## config.mk

```make
export PLATFORM = sky130hd
export DESIGN_NAME = mcfir_ctrl
export DESIGN_NICKNAME = d
export VERILOG_FILES = /design/src/rtl/mcfir_pkg.sv /design/src/rtl/mcfir_ctrl.sv
export SDC_FILE = /design/constraint.sdc
export NUM_CORES = 1
export LEC_CHECK = 0
export BUFFER_PORTS_ARGS = -buffer_cell sky130_fd_sc_hd__buf_2
export CAP_MARGIN = 5
export CORE_UTILIZATION = 35
export DETAILED_ROUTE_END_ITERATION = 7
export PLACE_DENSITY_LB_ADDON = 0.05
export SYNTH_ARGS = -nofsm -noshare
export SYNTH_HDL_FRONTEND = slang
export SYNTH_SLANG_ARGS = --single-unit
```

## constraint.sdc

```tcl
create_clock -name i_clk -period 1.4 [get_ports i_clk]
set_clock_uncertainty 0.1 [all_clocks]
set_input_delay 0.28 -clock i_clk [delete_from_list [all_inputs] [get_ports i_clk]]
set_output_delay 0.28 -clock i_clk [all_outputs]
set_load 0.02 [all_outputs]
```

## src/rtl/mcfir_pkg.sv

```systemverilog
// Shared widths, command codes and control structs for the MIMO complex FIR channel.
package mcfir_pkg;

    // Default array geometry
    localparam int NUM_TX_DEF = 2;
    localparam int NUM_RX_DEF = 2;
    localparam int TAPS_DEF   = 8;

    // Fixed field widths
    localparam int FUNC_W  = 2;
    localparam int DATA_W  = 16;
    localparam int CPLX_W  = 2 * DATA_W;
    localparam int PROD_W  = 2 * DATA_W;
    localparam int GAIN_W  = 16;
    localparam int TAPS_SEL_W = 3;

    // Gain scaling: accumulator split point, shift of Q2.30 sums times gain to Q1.15
    localparam int ACC_LO_W   = 24;
    localparam int FRAC_SHIFT = 30;

    localparam logic [GAIN_W-1:0] GAIN_RESET = 16'h8000;
    localparam logic [DATA_W-1:0] SAT_MAX    = 16'h7fff;
    localparam logic [DATA_W-1:0] SAT_MIN    = 16'h8000;

    // Input beat function codes
    localparam logic [FUNC_W-1:0] FUNC_LOAD   = 2'd0;
    localparam logic [FUNC_W-1:0] FUNC_SAMPLE = 2'd1;
    localparam logic [FUNC_W-1:0] FUNC_CLEAR  = 2'd2;

    // Controller to datapath commands
    typedef struct packed {
        logic tap_load;   // write the tap on the input beat
        logic hist_push;  // shift the sample vector into the history
        logic hist_clr;   // empty the history
        logic rd_en;      // issue one multiply-accumulate term
        logic first;      // term opens a receive sum
        logic last;       // term closes a receive sum
        logic load_out;   // move the finished result into the output register
        logic out_last;   // result belongs to the final receive antenna
    } t_cmd;

    // Datapath to controller status
    typedef struct packed {
        logic res_done;   // scaled result ready this cycle
        logic out_free;   // output register can take a result
    } t_sts;

endpackage

```

## src/rtl/mcfir_ctrl.sv

```systemverilog
// Sequencer: decodes input beats and walks receive, transmit and delay loops.
module mcfir_ctrl #(
    parameter int NUM_TX = mcfir_pkg::NUM_TX_DEF,
    parameter int NUM_RX = mcfir_pkg::NUM_RX_DEF,
    parameter int TAPS   = mcfir_pkg::TAPS_DEF,
    localparam int TX_W  = (NUM_TX > 1) ? $clog2(NUM_TX) : 1,
    localparam int RX_W  = (NUM_RX > 1) ? $clog2(NUM_RX) : 1,
    localparam int L_W   = (TAPS > 1) ? $clog2(TAPS) : 1,
    localparam int TAP_DEPTH = NUM_RX * NUM_TX * TAPS,
    localparam int TA_W  = (TAP_DEPTH > 1) ? $clog2(TAP_DEPTH) : 1
) (
    input  logic                        i_clk,
    input  logic                        i_rst_n,
    input  logic                        i_in_valid,
    output logic                        o_in_ready,
    input  logic [mcfir_pkg::FUNC_W-1:0] i_func,
    input  mcfir_pkg::t_sts             i_sts,
    output mcfir_pkg::t_cmd             o_cmd,
    output logic [RX_W-1:0]             o_cmd_rx,
    output logic [TX_W-1:0]             o_cmd_tx,
    output logic [L_W-1:0]              o_cmd_l,
    output logic [TA_W-1:0]             o_cmd_ta
);

    import mcfir_pkg::*;

    typedef enum logic [1:0] {
        S_IDLE,
        S_RUN,
        S_WAIT,
        S_EMIT
    } t_state;

    t_state          r_state;
    logic [RX_W-1:0] r_rx;
    logic [TX_W-1:0] r_tx;
    logic [L_W-1:0]  r_l;
    logic [TA_W-1:0] r_ta;

    logic w_accept;
    logic w_tx_end;
    logic w_l_end;
    logic w_rx_end;
    logic w_emit;

    always_comb begin
        w_accept = i_in_valid && (r_state == S_IDLE);
        w_tx_end = (r_tx == TX_W'(NUM_TX - 1));
        w_l_end  = (r_l == L_W'(TAPS - 1));
        w_rx_end = (r_rx == RX_W'(NUM_RX - 1));
        w_emit   = ((r_state == S_WAIT && i_sts.res_done) || r_state == S_EMIT)
                   && i_sts.out_free;

        o_cmd.tap_load  = w_accept && (i_func == FUNC_LOAD);
        o_cmd.hist_push = w_accept && (i_func == FUNC_SAMPLE);
        o_cmd.hist_clr  = w_accept && (i_func == FUNC_CLEAR);
        o_cmd.rd_en     = (r_state == S_RUN);
        o_cmd.first     = (r_tx == '0) && (r_l == '0);
        o_cmd.last      = w_tx_end && w_l_end;
        o_cmd.load_out  = w_emit;
        o_cmd.out_last  = w_rx_end;
    end

    assign o_in_ready = (r_state == S_IDLE);
    assign o_cmd_rx   = r_rx;
    assign o_cmd_tx   = r_tx;
    assign o_cmd_l    = r_l;
    assign o_cmd_ta   = r_ta;

    always_ff @(posedge i_clk) begin
        if (!i_rst_n) begin
            r_state <= S_IDLE;
            r_rx    <= '0;
            r_tx    <= '0;
            r_l     <= '0;
            r_ta    <= '0;
        end else begin
            case (r_state)
                S_IDLE: begin
                    if (w_accept && i_func == FUNC_SAMPLE) begin
                        r_state <= S_RUN;
                        r_rx    <= '0;
                        r_tx    <= '0;
                        r_l     <= '0;
                        r_ta    <= '0;
                    end
                end
                S_RUN: begin
                    r_ta <= r_ta + TA_W'(1);
                    if (w_l_end) begin
                        r_l <= '0;
                        if (w_tx_end) begin
                            r_tx    <= '0;
                            r_state <= S_WAIT;
                        end else begin
                            r_tx <= r_tx + TX_W'(1);
                        end
                    end else begin
                        r_l <= r_l + L_W'(1);
                    end
                end
                S_WAIT, S_EMIT: begin
                    if (w_emit) begin
                        if (w_rx_end) begin
                            r_state <= S_IDLE;
                        end else begin
                            r_rx    <= r_rx + RX_W'(1);
                            r_state <= S_RUN;
                        end
                    end else if (r_state == S_WAIT && i_sts.res_done) begin
                        r_state <= S_EMIT;
                    end
                end
                default: begin
                    r_state <= S_IDLE;
                end
            endcase
        end
    end

endmodule

```

==> results of run 1 <==
[what timing repair did]
item | 4_1_cts | 5_1_grt
endpoints found under the setup margin | 8 | 15
buffers inserted | 11 | 2
pin swaps | 5 | 3
gates resized for setup | 36 | 14
cloned | 0 | 0
[worst paths after layout]
check | start | end | slack [ps] | cells after the start
worst max register to register | r_state[0] | o_cmd_ta[3] | -20 | 5
worst min-delay path | i_rst_n | r_state[0] | 290 | 3
worst min register to register | o_cmd_rx | o_cmd_rx | 400 | 2
worst max-delay path | o_cmd_l[1] | o_cmd[3] | -200 | 5
[power breakdown]
group	internal (mW)	switching, mW	leakage [nW]
clock network	0.158	0.122	0.0210
logic	0.0808	0.0744	0.443
registers	0.345	0.00811	0.0999
total	0.584	0.205	0.564
[worst min-delay path: stages]
cell and delay, ps:
buf_2 130, inv_1 140, nor3_1 80
[layer usage]
metal  global-route usage  vias to the layer above  share of wire
met2                0.349                       16           0.57
li1                     -                      345              -
met4                0.106                        0          0.015
met5                    0                        -              0
met1                0.191                      344           0.39
met3               0.0353                        4          0.023
[metrics by stage]
step | utilization | TNS [ps]
2_1_floorplan | - | 0
3_3_place_gp | 0.495 | 0
3_5_place_dp | 0.495 | 0
4_1_cts | 0.633 | -858
5_1_grt | 0.670 | -1380
6_report | 0.670 | -930
[placed cells by master (no fill, tap or decap), types with 2 or more instances in the layout]
cell,n
nor2_4,3
buf_2,16
nand3_1,2
clkbuf_4,3
dfxtp_1,7
a22o_2,4
dfxtp_2,3
ha_4,3
nor3b_2,4
buf_4,19
and4_1,2
buf_6,12
a211o_1,2
nand2_1,3
dfxtp_4,2
inv_4,2
[synthesized netlist by cell type]
cell | number | area (sq um)
nor2_1 | 4 | 15.0
a211o_1 | 2 | 17.5
and2b_4 | 1 | 10.0
and3b_1 | 1 | 8.76
nand3_1 | 3 | 15.0
nand2_1 | 4 | 15.0
nand3b_1 | 1 | 7.51
and2_1 | 1 | 6.26
buf_6 | 3 | 33.8
o2bb2ai_1 | 1 | 8.76
and4bb_2 | 1 | 12.5
nor4bb_1 | 1 | 10.0
and4_1 | 2 | 17.5
o32ai_1 | 1 | 8.76
a21o_1 | 1 | 7.51
a31oi_1 | 1 | 6.26
mux2_2 | 1 | 11.3
and4b_1 | 2 | 20.0
dfxtp_1 | 12 | 240
nor3_1 | 1 | 5.00
nor3b_1 | 4 | 30.0
nor3_4 | 1 | 16.3
a211oi_1 | 2 | 15.0
o22ai_1 | 1 | 6.26
nor4b_1 | 1 | 8.76
buf_4 | 3 | 22.5
inv_1 | 3 | 11.3
a22o_2 | 4 | 40.0
ha_1 | 4 | 50.1
nand2b_1 | 1 | 6.26
[sequential cells by signal, indices dropped and copies added, names as in the netlist]
| signal | count |
|---|---|
| o_cmd_l | 3 |
| o_cmd_rx | 1 |
| o_cmd_ta | 5 |
| o_cmd_tx | 1 |
| r_state | 2 |
[kinds of logic (layout without fill, tap and decap cells)]
kind of cell	Yosys count	in the layout	share of synthesized area
AO/OA/AOI/OAI	13	13	0.161
adder cells (fa/ha/maj)	4	4	0.0733
buffers and inverters	9	54	0.0989
flip-flops	12	12	0.352
multiplexers	1	1	0.0165
AND/OR/NAND/NOR	29	29	0.299
[area by class of cell]
class	count	area, sq um	area share
inverter	3	16.3	0.0136
sequential	12	251	0.210
timing repair buffer	47	358	0.299
clock buffer	4	36.3	0.0304
tap	25	31.3	0.0262
multi-input combinational	47	502	0.420
==> results list, run 1 <==
- Post-route DRC: 0
* Clock Tree Buf Depth: 2
* CTS H-Tree Depth: 1
* Crit path launch type: flip-flop
* Final hold violation count: 0
* Crit path arrival time: 1220 ps
- Endpoint type of the worst setup path: primary output
* Total power per unit cell area: 660 nW/um^2
- The finished cells cover 1190 sq um.
- The analysis attributes to cell leakage a power of 0.564 nW.
- Derived from the worst setup path, the maximum achievable clock frequency is 627 MHz.
* Final Max Tran Viols: 0
* Result of the run: finished with violations
- Placeable core area: 1780 sq um
- For this run, the register share of the synthesized area comes to 0.352.
- The floorplan has 15 rows.
- Detailed routing inserted a total of 709 vias.
* Cell with the largest stage delay on the worst path: dfxtp_2
- The cell count after synthesis came out at 68.
- The completed layout was analyzed and its total power is 788 uW.
- The detail route stage leaves a number of antenna-violating nets equal to 0.
- Flop and latch count out of synthesis: 12
* Clk root buf: clkbuf_4
- Setup repair after global routing could not meet its margin everywhere.
* Filler Cell Count: 141
- DIE AREA: 2130 sq um
- Number of distinct library cells after synthesis: 30
- Buffers inserted to repair hold after CTS numbered 0.
- Clock transition at the registers of the reported paths: 80 ps
* CTS tree: done
- After the last flow step, the layout net total stands at 125.
- The tightest min-delay check is of the input pin to flip-flop type.
- Rel. slew slack: 0.801
- Setup violations remaining at the end of the flow were counted as 11.
- The worst-case IR drop observed on VDD is 0.426 mV.
* Wire length after detailed routing: 1.95 mm
* Growth of design area from synthesis to finish: 74.9%
* Number of antenna repair diodes: 0
- Part of the cycle the worst path needs: 1.14
- In this run the cell area of the synthesized design comes to 683 sq um.
- Data on the critical path is required at its endpoint by 1020 ps.
- Standard cell area after detailed placement: 883 sq um
- Before CTS, the worst setup slack after placement is 7.06 ps.
- Count of placed standard cells in the final layout, fillers left out: 138
* Largest stage delay, worst path: 370 ps
* CP max FO: 2
- The signal on the critical path passes through buf_6, inv_4, ha_4, nor3b_2, buf_4.
- The total overflow left after global routing is 0.
- The congestion estimate from routability-driven global placement came to 0.761.
* Wire length of the first global-routing pass: 2.74 mm
* Buffers plus inverters on the worst setup path: 3
- Violated checks: setup timing
* Drt first-iter violations: 3
* Worst Max-Slew Pin Slew: 298 ps
- Critical path type: flip-flop to primary output
* Initial antenna violation count: 0
- Entering global routing, the biggest net connects 8 pins.
- Top-level port count: 26
* Pre-antenna DRT Iters: 4
- In this run, CTS created clock tree buffers numbering 3.
- Count of port buffers added during placement: 25
- In the final routed layout, each cell accounts on average for 14.1 um.
* Largest delay share family, worst path: flip-flops
- For this configuration, the core starts out at a cell density of 0.383.
- Die H: 46.2 um
- Yosys printed 0 warnings.
- Across the run, the number of max-cap violations was 0.
- Post-route worst hold slack: 290 ps
* Post-Synthesis Net Count: 79
* Global routing usage summed across all routing layers: 0.187
- The number of global-route vias before repair came to 679.
- Fin crit period: 1600 ps
- Number of placed instances, taps included: 121
- After detailed routing, the number of vias per cell comes to 5.14.
* Fraction of layout instances using a drive strength above 1: 0.752
- The die is 46.2 um wide.
- Detailed Place HPWL: 1.13 mm
* Setup WS post-layout: -196 ps
* Syn Area/Cell: 10.0 sq um
- Count of clock tree sinks: 12
- Clock insertion delay at the later pin of the skew report: 270 ps
Power figures use the tool's default switching activity.
==> run 2, diff against run 1 <==
--- a/config.mk
+++ b/config.mk
@@ -10,6 +10,7 @@
 export CORE_UTILIZATION = 35
 export DETAILED_ROUTE_END_ITERATION = 7
 export PLACE_DENSITY_LB_ADDON = 0.05
+export SETUP_SLACK_MARGIN = 0.4
 export SYNTH_ARGS = -nofsm -noshare
 export SYNTH_HDL_FRONTEND = slang
 export SYNTH_SLANG_ARGS = --single-unit
==> run 2 against run 1 <==
  * The run still ends with setup timing left
  * Non-clock buffer count up 6
  * Power is 0.92% lower
  * Final cell count is 4.3% higher
  * Critical path type unchanged
  * Die area stayed put
  * Routed wire length fell by 4.4%
  * Via count fell by 1.3%
  * First-iteration DRC count grew 67%
  * Clock power decreased by 4%
  * Clock-buffer cell count did not move
  * Worst hold slack got worse by 47 ps
  * Sequential cell count did not move
  * Cell area up 14%
==> results list, run 2 (same netlist as run 1, synthesis figures left out) <==
- The clock insertion delay at the later pin of the skew report is 260 ps (about the same).
* Largest register FFs: 5 (unchanged)
- The clock period minus worst slack was 1570 ps (-24.9 ps).
- Placeable core area: 1780 sq um (unchanged)
- The leakage dissipation came to 0.616 nW (+9.3%).
- DIE AREA: 2130 sq um (unchanged)
* Wire length after detailed routing: 1.86 mm (-4.4%)
- Clock Tree Buf Depth: 2 (unchanged)
- The number of sinks driven by the clock tree was 12 (unchanged).
- The effective utilization at floorplan was 0.383 (unchanged).
- The average wire length per cell after detail routing is 12.9 um (-8.4%).
* Number of global-route vias before repair: 677 (-0.29%)
- The number of nets in the final layout was 131 (+4.8%).
- Clock group share of total power: 0.345 (-0.010)
* Most common cell after layout, fill and taps aside: buf_6
* Via Count: 700 (-1.3%)
- Top-level port count: 26 (unchanged)
- Detailed Place HPWL: 1.15 mm (+1.3%)
* Post-DR vias/cell: 4.86 (-5.4%)
- Largest stage delay, worst path: 360 ps (about the same)
* Launch instance of the worst min-delay path: i_rst_n
- The total negative setup slack is -1310 ps (-378 ps).
* Final Max Tran Viols: 0 (unchanged)
* Largest delay share family, worst path: flip-flops
- In this design, the critical path's most frequently occurring cell is ha_4.
* Seq. cell area: 278 sq um (+10%)
- Number of max-cap violations: 0 (unchanged)
* Crit path cell chain: ha_4, ha_4, and2_4, buf_6
- Clk root buf: clkbuf_4
- Final Instance Area: 1360 sq um (+14%)
- Clock transition at the registers of the reported paths: 80 ps (about the same)
* Part of the cycle the worst path needs: 1.12 (-0.0178)
- The highest ir drop seen on vdd was 0.582 mV (+37%).
* Worst Max-Slew Pin Slew: 350 ps (+52.4 ps)
- Fraction of layout instances using a drive strength above 1: 0.807 (+0.0545)
* Count of port buffers added during placement: 25 (unchanged)
- STA classifies the critical path endpoint as a primary output.
- Setup WS post-layout: -171 ps (+24.9 ps)
- The total power after layout was 781 uW (-0.92%).
* Post-CTS Hold Fix Bufs: 0 (unchanged)
* Drt first-iter violations: 5 (+2)
- The startpoint identified for the worst register-to-register timing path is r_state[0].
* Worst path required time: 1020 ps (about the same)
- Multi-input gate area: 520 sq um (+3.7%)
* Proportion of total power due to net switching: 0.252 (-0.00755)
- The worst setup path is launched from a flip-flop.
- Violated checks: setup timing
- The number of antenna violations at the first check in global routing came to 0 (unchanged).
* Total power per unit cell area: 575 nW/um^2 (-13%)
- Post-route DRC: 0 (unchanged)
- From synthesis to final layout, the design area changed by 98.9%.
* Final hold violation count: 0 (unchanged)
* Setup violators final: 16 (+5)
- Count of placed standard cells in the final layout, fillers left out: 144 (+4.3%)
* Number of antenna repair diodes: 0 (unchanged)
- The run finished, with violations left.
* Internal power summed over all cells: 584 uW (about the same)
- Setup repair after global routing could not meet its margin everywhere.
- Pre-antenna DRT Iters: 2 (-2)
* Filler Cell Count: 129 (-8.5%)
- Core Rows: 15 (unchanged)
* CP max FO: 4 (+2)
* GRT Residual Overflow: 0 (unchanged)
* Launching element of the worst setup path: o_cmd_l[0]
- The placed cell area is 917 sq um (+3.8%).
* Leading cell types in the layout, fill and taps excluded: 27 x buf_6, 19 x buf_4, 9 x dfxtp_4, 7 x buf_2
- Among all stages on the critical path, the largest delay is contributed by dfxtp_4.
- The horizontal die dimension was 46.2 um (unchanged).
- The data arrival time of the critical path was 1190 ps (-30 ps).
* Global routing usage summed across all routing layers: 0.187 (about the same)
- Final cell utilization of the core: 0.762 (+0.0919)
- Wire length of the first global-routing pass: 2.84 mm (+3.5%)
* Buffers plus inverters on the worst setup path: 1 (-2)
- Rel. slew slack: 0.766 (-0.0350)
* Critical path type: flip-flop to primary output
- RD Place Congestion: 0.718 (-5.6%)
* CTS H-Tree Depth: 1 (unchanged)
- Post-DRT Antenna Nets: 0 (unchanged)
- Number of buffers added by the clock tree synthesis step: 3 (unchanged)
* CTS tree: done
- The number of instances in the placed design was 117 (-3.3%).
- Largest net degree at the start of global routing: 11 (+3)
- The part of the total power dissipated in combinational logic was 0.215 (+0.018).
- Die H: 46.2 um (unchanged)
- The register share of total power came to 0.440 (-0.008).
* Highest attainable clock frequency: 637 MHz (+1.6%)
- In this run the worst hold path is classified as input pin to flip-flop.
- Net switching power figure: 197 uW (-3.8%)
## run 2: final cells by class
type,count,area share
Timing Repair Buffer,53,0.355
Inverter,3,0.00829
Clock buffer,4,0.0267
Multi-Input combinational cell,47,0.383
Tap cell,25,0.0230
Sequential cell,12,0.204
## run 2: through the flow
stage / hold slack (ps) / setup WS (ps)
2_1_floorplan: 405 / 62.3
3_3_place_gp: 364 / 20.0
3_5_place_dp: 369 / 6.17
4_1_cts: 230 / -183
5_1_grt: 239 / -240
6_report: 242 / -171
## run 2: power groups by stage
stage               registers (mW)  logic, mW  clock network, mW
floorplan                    0.363     0.0717                  0
global placement             0.362      0.101                  0
detailed placement           0.363      0.102                  0
CTS                          0.345      0.153              0.288
global route                 0.344      0.181              0.303
finish                       0.343      0.168              0.270
## run 2: final timing paths
kind | to | slack, ps | cells past startpoint
setup / recovery | o_cmd[2] | -170 | 4
hold reg to reg | o_cmd_l[1] | 440 | 1
setup reg to reg | o_cmd_ta[3] | -90 | 6
hold / removal | o_cmd_rx | 240 | 2
## run 2: worst reg2reg max path: stages, from the launching register on
cell     delay (ps)
dfxtp_4         370
buf_6           120
buf_6           100
buf_6           100
and3b_2         220
nor3b_1         150
a211o_1         220
## run 2: what timing repair did
item                       CTS  global route
hold endpoints to repair     0             0
buffers inserted            19             4
pin swaps                   13             3
setup endpoints to repair   31            31
gates resized for setup     58            10
## run 2: routing by layer
layer  wire (um)  GRT usage  vias up
met3          35     0.0588        2
li1            -          -      356
met4          12     0.0706        0
met5           0          0        -
met2         969      0.321       11
met1         845      0.214      331
